`config.mk`:
```
export PLATFORM = sky130hd
export DESIGN_NAME = dks_ctrl
export DESIGN_NICKNAME = d
export VERILOG_FILES = /design/src/hw/rtl/dks_pkg.sv /design/src/hw/rtl/dks_ctrl.sv
export SDC_FILE = /design/constraint.sdc
export NUM_CORES = 1
export LEC_CHECK = 0
export ABC_CLOCK_PERIOD_IN_PS = 4250
export BUFFER_PORTS_ARGS = -buffer_cell sky130_fd_sc_hd__buf_2
export CORE_AREA = 3 3 40 42
export CTS_CLUSTER_DIAMETER = 80
export CTS_CLUSTER_SIZE = 10
export DETAILED_ROUTE_END_ITERATION = 6
export DIE_AREA = 0 0 43 45
export HOLD_SLACK_MARGIN = 0.1
export PLACE_DENSITY = 0.65
export SETUP_SLACK_MARGIN = 0.2
export SKIP_CTS_REPAIR_TIMING = 1
export SLEW_MARGIN = 10
export SYNTH_ARGS = -nofsm -noshare
export SYNTH_HDL_FRONTEND = slang
export SYNTH_SLANG_ARGS = --single-unit
export TNS_END_PERCENT = 100
```
`constraint.sdc`:
```
create_clock -name clock -period 4.25 [get_ports clock]
set_input_delay 0.425 -clock clock [delete_from_list [all_inputs] [get_ports clock]]
set_output_delay 0.425 -clock clock [all_outputs]
set_load 0.005 [all_outputs]
```
`src/hw/rtl/dks_pkg.sv`:
```
// dks_pkg: shared types and constants of the dose kernel superposition block
// no dependencies
`timescale 1ns / 1ps
`default_nettype none
package dks_pkg;
   localparam int ACC_W = 40;
   localparam int PCT_W = 15;
   localparam logic [1:0] OP_CLEAR = 2'd0;
   localparam logic [1:0] OP_LOAD  = 2'd1;
   localparam logic [1:0] OP_SEED  = 2'd2;
   localparam logic [1:0] OP_READ  = 2'd3;
   localparam logic [2:0] REG_DIM_X = 3'd0;
   localparam logic [2:0] REG_DIM_Y = 3'd1;
   localparam logic [2:0] REG_DIM_Z = 3'd2;
   localparam logic [2:0] REG_KSIZE = 3'd3;
   localparam logic [2:0] REG_KLOW  = 3'd4;

   // commands from controller to datapath
   typedef struct packed {
      logic latch;      // capture request, compute bounds
      logic clr_step;   // clear one grid voxel
      logic clr_start;
      logic load_wr;    // write kernel word
      logic walk_start; // reset walk counters
      logic walk_step;  // issue one read of kernel and grid
      logic acc_wb;     // write back accumulated voxel
      logic rd_issue;   // issue voxel read
      logic div_start;  // start percent divide
      logic rsp_load;   // load response register
   } dks_cmd_type;

   typedef struct packed {
      logic       clr_done;
      logic       walk_last;
      logic       walk_empty;
      logic       div_done;
      logic [1:0] opcode;
   } dks_stat_type;
endpackage
`default_nettype wire

```
`src/hw/rtl/dks_ctrl.sv`:
```
// dks_ctrl: sequencer for clear, load, seed add and read requests
// depends on dks_pkg
`timescale 1ns / 1ps
`default_nettype none
module dks_ctrl (
   input  wire logic                 clock,
   input  wire logic                 reset,
   input  wire logic                 req_valid,
   output logic                      req_ready,
   output logic                      rsp_valid,
   input  wire logic                 rsp_ready,
   output dks_pkg::dks_cmd_type      cmd,
   input  wire dks_pkg::dks_stat_type stat
);
   typedef enum logic [3:0] {
      S_IDLE, S_DECODE, S_CLEAR, S_WALK, S_DRAIN, S_RDWAIT, S_DIV, S_RESP, S_INIT
   } state_type;
   state_type state_ff, state_in;
   logic      rsp_valid_ff, rsp_valid_in;
   logic      wb_ff, wb_in;

   always_comb begin
      state_in     = state_ff;
      rsp_valid_in = rsp_valid_ff;
      wb_in        = 1'b0;
      cmd          = '0;
      cmd.acc_wb   = wb_ff;
      req_ready    = (state_ff == S_IDLE) && !rsp_valid_ff;
      if (rsp_valid_ff && rsp_ready) rsp_valid_in = 1'b0;
      unique case (state_ff)
         // zero the grid after reset, no response
         S_INIT: begin
            cmd.clr_step = 1'b1;
            if (stat.clr_done) state_in = S_IDLE;
         end
         S_IDLE: if (req_valid && req_ready) begin
            cmd.latch = 1'b1;
            state_in  = S_DECODE;
         end
         S_DECODE: begin
            unique case (stat.opcode)
               dks_pkg::OP_CLEAR: begin
                  cmd.clr_start = 1'b1;
                  state_in = S_CLEAR;
               end
               dks_pkg::OP_LOAD: begin
                  cmd.load_wr = 1'b1;
                  state_in = S_RESP;
               end
               dks_pkg::OP_SEED: begin
                  cmd.walk_start = 1'b1;
                  state_in = stat.walk_empty ? S_RESP : S_WALK;
               end
               default: begin
                  cmd.rd_issue = 1'b1;
                  state_in = S_RDWAIT;
               end
            endcase
         end
         S_CLEAR: begin
            cmd.clr_step = 1'b1;
            if (stat.clr_done) state_in = S_RESP;
         end
         // read-modify-write: each read is written back in the next cycle
         S_WALK: begin
            if (!wb_ff) begin
               cmd.walk_step = 1'b1;
               wb_in = 1'b1;
               if (stat.walk_last) state_in = S_DRAIN;
            end
         end
         S_DRAIN: state_in = S_RESP;
         S_RDWAIT: begin
            cmd.div_start = 1'b1;
            state_in = S_DIV;
         end
         S_DIV: if (stat.div_done) state_in = S_RESP;
         S_RESP: begin
            cmd.rsp_load = 1'b1;
            rsp_valid_in = 1'b1;
            state_in = S_IDLE;
         end
         default: state_in = S_IDLE;
      endcase
   end

   always_ff @(posedge clock) begin
      if (reset) begin
         state_ff     <= S_INIT;
         rsp_valid_ff <= 1'b0;
         wb_ff        <= 1'b0;
      end else begin
         state_ff     <= state_in;
         rsp_valid_ff <= rsp_valid_in;
         wb_ff        <= wb_in;
      end
   end

   assign rsp_valid = rsp_valid_ff;

   // a request is taken only with the response slot empty
   assert property (@(posedge clock) disable iff (reset) req_valid && req_ready |-> !rsp_valid)
      else $error("request accepted over pending response");
   // response held until taken
   assert property (@(posedge clock) disable iff (reset)
      rsp_valid && !rsp_ready |=> rsp_valid)
      else $error("response dropped");
   // write-back always follows a walk read
   assert property (@(posedge clock) disable iff (reset) cmd.walk_step |=> cmd.acc_wb)
      else $error("missing write-back");
endmodule
`default_nettype wire

```
=== After elaboration in Yosys (flattened, before gate mapping) ===
Index checks and enable logic that the tools add are counted.

* Output and inout port bits: 12
* Input port bits: 10
* Word-level logic and storage cells: 53
* Flip-flop bits (word level): 6

* Eq/ne operators: 16
* Reductions and logical operators: 10
* Mux-type cells: 24

{| class="wikitable"
|+ Operators with widths
! operator !! count
|-
| one-hot mux 4 bit (8 select lines) || 1
|-
| two-way mux 4 bit || 6
|-
| == test 4 x 3 -> 1 bit, second input constant || 4
|-
| two-way mux 1 bit || 14
|-
| != test 2 bit, second input constant || 5
|-
| one-hot mux 3 bit (3 select lines) || 1
|-
| == test 4 x 2 -> 1 bit, second input constant || 2
|-
| two-way mux 3 bit || 2
|-
| AND reduction 6 bit || 1
|-
| == test 4 x 1 -> 1 bit, second input constant || 1
|-
| == test 4 bit, second input constant || 1
|-
| logical NOT 4 bit || 1
|-
| logical AND 1 bit || 3
|-
| OR reduction 3 bit || 1
|-
| == test 2 x 1 -> 1 bit, second input constant || 1
|-
| == test 2 bit, second input constant || 1
|-
| logical NOT 2 bit || 1
|-
| != test 2 x 1 -> 1 bit, second input constant || 1
|-
| nonzero test 2 bit || 1
|-
| OR reduction 2 bit || 1
|-
| logical NOT 1 bit || 1
|}

=== Logic depth before layout (Yosys ltp) ===
Gate-level depths: netlist of run 1.

* Depth in word-level cells: 5
* Mapped depth: 5
* Depth with buffers taken out: 4

=== Worst setup path before layout of run 1 ===
Ideal clock, no wire load.

* Kind: register to output
* Start point: register state_ff[3]
* End point: output cmd[7] (netlist name)
* Path buffers: 1
* Required time: 3.825 ns
* Path slack: 2.763 ns
* Data arrival time: 1.062 ns
* Cell stages (with the launch flop): 5
* Cells stage by stage: dfxtp_1 buf_6 nand2b_1 nor3_1 nor3b_1

{| class="wikitable"
|+ RTL lines
! element !! line !! text
|-
| start, declared || dks_ctrl.sv:18 || <nowiki>state_type state_ff, state_in;</nowiki>
|-
| start signal, assigned || dks_ctrl.sv:93 || <nowiki>state_ff <= state_in;</nowiki>
|-
| end, declared || dks_ctrl.sv:12 || <nowiki>output dks_pkg::dks_cmd_type cmd,</nowiki>
|}

==> impl_metrics.json, run 1 <==
{
  "wl_per_cell_um": 10.7,
  "final_area_sq_um": 557,
  "coreArea_sq_um": 1280,
  "routed_wirelength_um": 991,
  "dr.pass1.iters": 4,
  "num_rows": 13,
  "crit_path_end": "cmd[7]",
  "nFillCells": 142,
  "start_kind": "flop",
  "io_buffers": 21,
  "final_common_cell": "buf_2",
  "synth_xor_area_share_pct": 1.94,
  "cp-startpoint": "state_ff[0]$_SDFFE_PP0P_",
  "power_density_nw_per_um2": 259,
  "r2r_end": "state_ff[1]$_SDFFE_PP0P_",
  "status": "completed",
  "ys_seq_area_share_pct": 26.6,
  "postSynthCellCount": 59,
  "synthesis.nets": 69,
  "finalPower_mw": 0.144,
  "hold_class": "in -> reg",
  "htree_levels": 1,
  "syn_area_per_cell_sq_um": 7.66,
  "clock-sinks": 6,
  "chipHeight_um": 45,
  "clockBufferDepth": 2,
  "cts_tree": "built",
  "place_area_sq_um": 534,
  "grt_usage_pct": 11.5,
  "synth_mux_area_share_pct": 2.22,
  "cts-buffers-inserted": 3,
  "postRouteAntennaNets": 0,
  "dp_hpwl_um": 765,
  "final_cell_mix": "buf_2, nor2_1, dfxtp_1, nand2_1",
  "synth_edf_count": 0,
  "io_pins": 22,
  "required_ns": 3.83,
  "synthSimpleGateAreaFrac_pct": 40.4,
  "grt_use_met1_pct": 14.5,
  "syn_to_final_growth_pct": 23.3,
  "synth_adder_area_share_pct": 0,
  "worst_pin_slew_ns": 0.344,
  "cts-root-buf": "clkbuf_4",
  "diodes": 0,
  "insertion_delay_ns": 0.24,
  "critPathArrivalTime_ns": 1.51,
  "critPathCaptureType": "output pin",
  "slew_headroom_pct": 76.9,
  "dp.cells": 90,
  "ys_ff_latch": 6,
  "rsz0062_at_grt": "no",
  "grt_pass1_vias": 413,
  "synth_top_family_by_area": "simple AND/OR/NAND/NOR gates",
  "period_share_pct": 45.5,
  "route.vias.total": 469,
  "dp_slack_ns": 2.60,
  "ys_async_sr_fraction_pct": 0,
  "use_met2_pct": 17.7,
  "antenna_found_initial": 0,
  "remaining_drc_errors": 0,
  "cp_max_fo": 9,
  "setup_viol": 0,
  "grt_max_degree": 11,
  "die_area_sq_um": 1940,
  "ys_types": 25,
  "fin_nets": 90,
  "layout.cells.non_filler": 93,
  "die_w_um": 43,
  "met3_usage_pct": 2.79,
  "critPathKind": "reg -> out",
  "drv_slew": 0,
  "vias_per_cell": 5.04,
  "final_layout_size_suffix_gt1_share_pct": 34.6,
  "period_minus_slack_ns": 1.93,
  "yosysWarnings": 0,
  "drv_cap": 0,
  "fin_tns_setup_ns": 0,
  "start_util_pct": 35.2,
  "reg2reg_from": "state_ff[1]$_SDFFE_PP0P_",
  "max_freq_mhz": 517,
  "ys.flop_type": "dfxtp_1",
  "p_leak_nw": 0.266,
  "ff2ff_setup_slack_ns": 2.72,
  "synth_compound_area_share_pct": 16.3,
  "drt_iter0_drc": 10,
  "gr-total-overflow": 0,
  "syn_area_sq_um": 452,
  "peakVddDrop_v": 0.0000663,
  "globalRoute.busiestLayer": "met2",
  "grt_first_pass_wirelength_um": 1680,
  "skew_ns": 0.000117,
  "path_clk_slew_ns": 0.04,
  "fin_ws_ns": 2.32,
  "gp_congestion": 0.807,
  "hold_viol": 0,
  "worstRegToRegCells": 4
}
cell type report:
type                            count  area [sq um]  share of cell area [%]
Multi-Input combinational cell     44           275                    49.4
Sequential cell                     6           120                    21.6
Timing Repair Buffer               21           105                    18.9
Clock buffer                        3          22.5                    4.04
Tap cell                           15          18.8                    3.37
Inverter                            4          15.0                    2.70
worst max-delay path, stage by stage (launching register included):
cell      delay, ns
dfxtp_1        0.46
nand2b_1       0.15
nor3_1         0.30
nor3b_1        0.22
buf_2          0.14
report_power, final:
part / internal [mW] / switching [mW] / leakage (nW)
Clock: 0.0319 / 0.0200 / 0.0138
Combinational: 0.0163 / 0.0136 / 0.204
Sequential: 0.0584 / 0.00397 / 0.0488
Total: 0.107 / 0.0375 / 0.266
flip-flops by register name (all words and copies together) (netlist names):
signal and flops:
wb_ff 1, state_ff 4, rsp_valid 1
worst min-delay path by stage:
stage,start,cells after the start,slack (ns),to
floorplan,wb_ff$_SDFF_PP0_,1,0.44,wb_ff$_SDFF_PP0_
finish,reset,2,0.42,rsp_valid$_SDFFE_PP0P_
CTS,reset,2,0.42,rsp_valid$_SDFFE_PP0P_
global route,reset,2,0.44,rsp_valid$_SDFFE_PP0P_
detailed placement,wb_ff$_SDFF_PP0_,1,0.47,wb_ff$_SDFF_PP0_
global placement,wb_ff$_SDFF_PP0_,1,0.46,wb_ff$_SDFF_PP0_
routing by layer:
layer | vias up | part of all wire, %
met1 | 199 | 48
li1 | 244 | -
met3 | 2 | 8.6
met4 | 0 | 0.81
met5 | - | 0
met2 | 24 | 42
kinds of logic after synthesis:
| kind of cell | Yosys count |
|---|---|
| and+or+nand+nor | 30 |
| buffers and inverters | 9 |
| muxes | 1 |
| DFF | 6 |
| xor gates and xnor gates | 1 |
| AOI/OAI and AO/OA | 12 |
synthesized netlist by cell type, types with 2 or more instances:
cell type,n,area [sq um]
buf_4,4,30.0
nor3_1,3,15.0
a21oi_1,4,20.0
nand2b_1,2,12.5
dfxtp_1,6,120
o22ai_1,2,12.5
nand2_1,5,18.8
nor2_1,10,37.5
nor3b_1,2,15.0
o21ai_0,2,10.0
or4_1,2,15.0
inv_1,4,15.0
metrics by stage:
| stage | utilization (%) | hold slack, ns |
|---|---|---|
| final | 43.3 | 0.422 |
| after detailed placement | 41.6 | 0.468 |
| after CTS | 43.3 | 0.416 |
| after floorplan | - | 0.444 |
| after global placement | 41.6 | 0.455 |
| after global routing | 43.3 | 0.437 |
Note: power is estimated with default switching activity, not from simulation.
==> run 2: changes to the inputs <==
--- a/config.mk
+++ b/config.mk
@@ -5,7 +5,7 @@
 export SDC_FILE = /design/constraint.sdc
 export NUM_CORES = 1
 export LEC_CHECK = 0
-export ABC_CLOCK_PERIOD_IN_PS = 4250
+export ABC_CLOCK_PERIOD_IN_PS = 1900
 export BUFFER_PORTS_ARGS = -buffer_cell sky130_fd_sc_hd__buf_2
 export CORE_AREA = 3 3 40 42
 export CTS_CLUSTER_DIAMETER = 80
==> constraint.sdc (replaced) <==
create_clock -name clock -period 1.9 [get_ports clock]
set_input_delay 0.19 -clock clock [delete_from_list [all_inputs] [get_ports clock]]
set_output_delay 0.19 -clock clock [all_outputs]
set_load 0.005 [all_outputs]
==> run 2 against run 1 <==
Net effect:
- register-to-register slack got worse by 2.3 ns
- total power rose by 120%
- setup slack got worse by 2.0 ns
- die area did not move
- largest cell class unchanged
- wire length rose by 6.3%
- cell area rose by 1.1%
- final cell count did not move
==> impl_metrics.json, run 2 (synthesis results as in run 1) <==
{
  "max_freq_mhz": 630,
  "path_delay_family": "simple AND/OR/NAND/NOR gates",
  "final_cell_mix": "buf_2, nor2_1, nand2_1, dfxtp_1",
  "gr-total-overflow": 0,
  "grt_pass1_vias": 409,
  "num_rows": 13,
  "grt_max_degree": 11,
  "dp.cells": 90,
  "crit_chain": "or4_4 > nor2_1 > buf_2",
  "setup_viol": 0,
  "critPathMaxStageDelay_ns": 0.53,
  "reg2reg_from": "state_ff[1]$_SDFFE_PP0P_",
  "hold_class": "in -> reg",
  "skew_ns": 0.00182,
  "critPathKind": "reg -> out",
  "diodes": 0,
  "worstRegToRegCells": 4,
  "drt_iter0_drc": 11,
  "path_depth": 3,
  "grt_usage_pct": 11.8,
  "coreArea_sq_um": 1280,
  "die_area_sq_um": 1940,
  "largest_reg_flops": 4,
  "fin_tns_setup_ns": 0,
  "cts_tree": "built",
  "syn_to_final_growth_pct": 24.7,
  "antenna_found_initial": 0,
  "clock-sinks": 6,
  "wl_per_cell_um": 11.3,
  "slew_headroom_pct": 76.6,
  "post-route-util_pct": 43.8,
  "final_area_sq_um": 563,
  "die_w_um": 43,
  "dp_hpwl_um": 824,
  "cts-root-buf": "clkbuf_4",
  "clockBufferDepth": 2,
  "required_ns": 1.71,
  "final_common_cell": "buf_2",
  "rsz0062_at_grt": "no",
  "io_buffers": 21,
  "period_minus_slack_ns": 1.59,
  "hold_viol": 0,
  "path_clk_slew_ns": 0.04,
  "place_area_sq_um": 534,
  "p_leak_nw": 0.272,
  "routed_wirelength_um": 1050,
  "start_kind": "flop",
  "power_density_nw_per_um2": 574,
  "layout.cells.non_filler": 93,
  "cts-buffers-inserted": 3,
  "io_pins": 22,
  "min_from": "reset",
  "status": "completed",
  "cp_max_fo": 10,
  "whs_path_depth": 2,
  "critPathCaptureType": "output pin",
  "gp_congestion": 0.763,
  "dr.pass1.iters": 2,
  "grt_first_pass_wirelength_um": 1720,
  "postRouteAntennaNets": 0,
  "path_buf_inv": 1,
  "slowest_stage": "or4_4",
  "route.vias.total": 476,
  "period_share_pct": 83.5,
  "fin_nets": 90,
  "htree_levels": 1,
  "vias_per_cell": 5.12,
  "chipHeight_um": 45,
  "drv_cap": 0,
  "worst_pin_slew_ns": 0.351,
  "remaining_drc_errors": 0,
  "largest-register": "state_ff",
  "final_layout_size_suffix_gt1_share_pct": 37.2,
  "start_util_pct": 35.2,
  "cp-startpoint": "state_ff[1]$_SDFFE_PP0P_",
  "insertion_delay_ns": 0.24,
  "drv_slew": 0,
  "critPathArrivalTime_ns": 1.40,
  "peakVddDrop_v": 0.000173
}
run 2: per-stage QoR:
stage                     hold slack (ns)  total power, mW  setup WS, ns
final                               0.192            0.323         0.314
after global routing                0.215            0.345         0.232
after CTS                           0.184            0.328         0.178
after detailed placement            0.443            0.210         0.434
after global placement              0.442            0.209         0.454
after floorplan                     0.262            0.187         0.501
run 2: power breakdown:
group	total (mW)	switching (mW)	internal (mW)
clock	0.115	0.0437	0.0713
combinational	0.0679	0.0313	0.0366
sequential	0.140	0.00959	0.131
total	0.323	0.0845	0.239
run 2: worst register-to-register path: cells and delay by family, from the launching register on:
family | cells | cell delay [ns]
and+or+nand+nor | 3 | 0.74
muxes | 1 | 0.18
DFF | 1 | 0.52
run 2: final cells by class:
| type | count | area, sq um |
|---|---|---|
| fillers | 136 | 722 |
| multi-input cells | 44 | 280 |
| flip-flops and latches | 6 | 121 |
| repair buffers | 21 | 105 |
| clock buffers | 3 | 22.5 |
| well taps | 15 | 18.8 |
| inverters | 4 | 15.0 |
run 2: metal layers:
layer / share of wire [%] / wire (um) / GRT usage, % / up-vias
met2: 47 / 492 / 18.9 / 22
met4: 0.95 / 10 / 7.23 / 0
li1: - / - / - / 247
met5: 0 / 0 / 0 / -
met1: 43 / 458 / 15.0 / 205
met3: 8.6 / 91 / 1.59 / 2
run 2: worst paths after layout:
check	end	slack (ns)
hold reg to reg	wb_ff$_SDFF_PP0_	0.47
setup reg to reg	state_ff[1]$_SDFFE_PP0P_	0.39
setup / recovery	cmd[9]	0.31
hold / removal	rsp_valid$_SDFFE_PP0P_	0.19
==> run 3: changes to the inputs <==
--- a/config.mk
+++ b/config.mk
@@ -5,15 +5,16 @@
 export SDC_FILE = /design/constraint.sdc
 export NUM_CORES = 1
 export LEC_CHECK = 0
-export ABC_CLOCK_PERIOD_IN_PS = 1900
+export ABC_AREA = 1
+export ABC_CLOCK_PERIOD_IN_PS = 1350
 export BUFFER_PORTS_ARGS = -buffer_cell sky130_fd_sc_hd__buf_2
-export CORE_AREA = 3 3 40 42
+export CORE_MARGIN = 3
+export CORE_UTILIZATION = 40
 export CTS_CLUSTER_DIAMETER = 80
 export CTS_CLUSTER_SIZE = 10
 export DETAILED_ROUTE_END_ITERATION = 6
-export DIE_AREA = 0 0 43 45
 export HOLD_SLACK_MARGIN = 0.1
-export PLACE_DENSITY = 0.65
+export PLACE_DENSITY = 0.74
 export SETUP_SLACK_MARGIN = 0.2
 export SKIP_CTS_REPAIR_TIMING = 1
 export SLEW_MARGIN = 10
==> constraint.sdc (replaced) <==
create_clock -name clock -period 1.35 [get_ports clock]
set_input_delay 0.135 -clock clock [delete_from_list [all_inputs] [get_ports clock]]
set_output_delay 0.135 -clock clock [all_outputs]
set_load 0.005 [all_outputs]
==> run 3 against run 2 <==
Net effect:
- the flow now finishes with violations (negative setup slack)
- critical path depth rose by 2
- sequential share of layout area fell by 3.2 points
- non-clock buffer count rose by 4
- global-route usage rose by 3.9 points
- largest cell class unchanged
- clock power rose by 66%
- wire length rose by 52%
- critical path type unchanged
- final cell count rose by 39%
==> impl_metrics.json, run 3 <==
{
  "status": "complete, but fails checks",
  "violations": "negative setup slack",
  "vias_per_cell": 5.01,
  "seq_area_sq_um": 133,
  "peakVddDrop_v": 0.00129,
  "whs_path_depth": 4,
  "required_ns": 1.22,
  "io_buffers": 21,
  "clockBufferDepth": 2,
  "postSynthCellCount": 90,
  "clock-sinks": 6,
  "synth_largest_area_cell": "dfxtp_1",
  "antenna_found_initial": 0,
  "syn_to_final_growth_pct": 39.5,
  "final_layout_size_suffix_gt1_share_pct": 49.6,
  "setup_viol": 5,
  "dr.pass1.iters": 4,
  "slew_headroom_pct": 80.7,
  "cts-root-buf": "clkbuf_4",
  "gp_congestion": 0.846,
  "critPathKind": "reg -> out",
  "dp_hpwl_um": 1000,
  "period_share_pct": 103,
  "rsz0062_at_grt": "yes",
  "synth_area_leaders": "dfxtp_1, nand2_1, nor2_1, nand3_1, inv_1",
  "routed_wirelength_um": 1600,
  "final_cell_mix": "buf_2, nor2_1, nand2_1, inv_1",
  "insertion_delay_ns": 0.27,
  "hold_class": "in -> reg",
  "hold_viol": 0,
  "num_rows": 12,
  "io_pins": 22,
  "period_minus_slack_ns": 1.40,
  "fin_tns_setup_ns": -0.140,
  "synth_edf_count": 0,
  "largest-register": "state_ff",
  "syn_area_sq_um": 519,
  "cts-buffers-inserted": 3,
  "ys_async_sr_fraction_pct": 0,
  "route.vias.total": 646,
  "grt_usage_pct": 15.7,
  "worstRegToRegCells": 9,
  "coreArea_sq_um": 1160,
  "synth_top_area_share_pct": 23.1,
  "hold_ws_ns": 0.184,
  "drv_slew": 0,
  "ys_seq_area_share_pct": 23.1,
  "fin_ws_ns": -0.0468,
  "cp_max_fo": 4,
  "ys_types": 16,
  "multi_input_area_sq_um": 359,
  "postRouteAntennaNets": 0,
  "skew_ns": 0.0150,
  "path_clk_slew_ns": 0.06,
  "nFillCells": 105,
  "cts_tree": "built",
  "grt_pass1_vias": 491,
  "remaining_drc_errors": 0,
  "diodes": 0,
  "start_kind": "flop",
  "p_leak_nw": 0.414,
  "max_freq_mhz": 716,
  "power_density_nw_per_um2": 1760,
  "worst_pin_slew_ns": 0.288,
  "ys_ff_latch": 6,
  "ys.flop_type": "dfxtp_1",
  "wl_per_cell_um": 12.4,
  "grt_max_degree": 8,
  "drv_cap": 0,
  "critPathArrivalTime_ns": 1.26,
  "drt_iter0_drc": 14,
  "grt_first_pass_wirelength_um": 2090,
  "final_common_cell": "buf_2",
  "yosysWarnings": 0,
  "fin_nets": 127,
  "largest_reg_flops": 4,
  "critPathCaptureType": "output pin",
  "die_w_um": 42.0,
  "synthesis.nets": 100,
  "syn_area_per_cell_sq_um": 5.77,
  "gr-total-overflow": 0,
  "die_area_sq_um": 1770,
  "synthTopCellsByCount": "nand2_1, nor2_1, inv_1, nand3_1",
  "htree_levels": 1,
  "start_util_pct": 44.9,
  "chipHeight_um": 42.0
}
-- run 3: changes by cell type after synthesis, moves of 2 or more --
cell	previous run	this run
nand3_2	0	2
nand2b_1	2	0
or4_1	2	0
nand2_1	5	18
nor2_1	10	18
nand2_2	0	6
inv_2	0	4
nand3_1	1	8
nor2_2	0	5
nor3b_1	2	0
inv_1	4	10
o22ai_1	2	0
-- run 3: path summary, 6_finish.rpt --
path | endpoint | slack (ns) | start
worst max-delay path | cmd[8] | -0.05 | state_ff[2]$_SDFFE_PP0P_
worst min-delay path | rsp_valid$_SDFFE_PP0P_ | 0.18 | rsp_ready
worst max register to register | state_ff[0]$_SDFFE_PP0P_ | 0.04 | state_ff[2]$_SDFFE_PP0P_
worst min register to register | wb_ff$_SDFF_PP0_ | 0.47 | wb_ff$_SDFF_PP0_
-- run 3: cell type report --
| cell class | instances | area share, % |
|---|---|---|
| Clock buffer | 3 | 3.11 |
| Inverter | 14 | 7.60 |
| Multi-Input combinational cell | 67 | 49.6 |
| Sequential cell | 6 | 18.3 |
| Tap cell | 14 | 2.42 |
| Timing Repair Buffer | 25 | 19.0 |
-- run 3: routing by layer --
layer / vias to the layer above / wire length [um] / global-route usage (%)
li1: 330 / - / -
met1: 277 / 613 / 19.4
met2: 27 / 756 / 23.1
met3: 12 / 129 / 4.29
met4: 0 / 98 / 11.2
met5: - / 0 / 0
-- run 3: worst max-delay path, stage by stage, from the launching register on --
cell,delay (ns)
dfxtp_4,0.36
nor2_4,0.17
buf_4,0.17
nand2_2,0.08
nand2_2,0.09
buf_2,0.12
-- run 3: stage by stage --
stage	utilization [%]	instance area (sq um)	setup slack, ns	instances	total power [mW]
2_1_floorplan	-	519	0.215	90	0.752
3_3_place_gp	53.6	619	0.101	122	0.895
3_5_place_dp	53.6	619	0.109	122	0.902
4_1_cts	55.5	642	-0.0786	125	1.09
5_1_grt	62.7	724	-0.0918	129	1.36
6_report	62.7	724	-0.0468	129	1.28
-- run 3: logic make-up after synthesis --
logic type / after synthesis / synth area share, %
AOI/OAI and AO/OA: 5 / 5.30
buffers and inverters: 17 / 14.5
DFF: 6 / 23.1
and+or+nand+nor: 62 / 57.1
-- run 3: power breakdown --
part / internal [mW] / switching (mW)
clock network: 0.102 / 0.0890
registers: 0.252 / 0.112
logic: 0.282 / 0.441
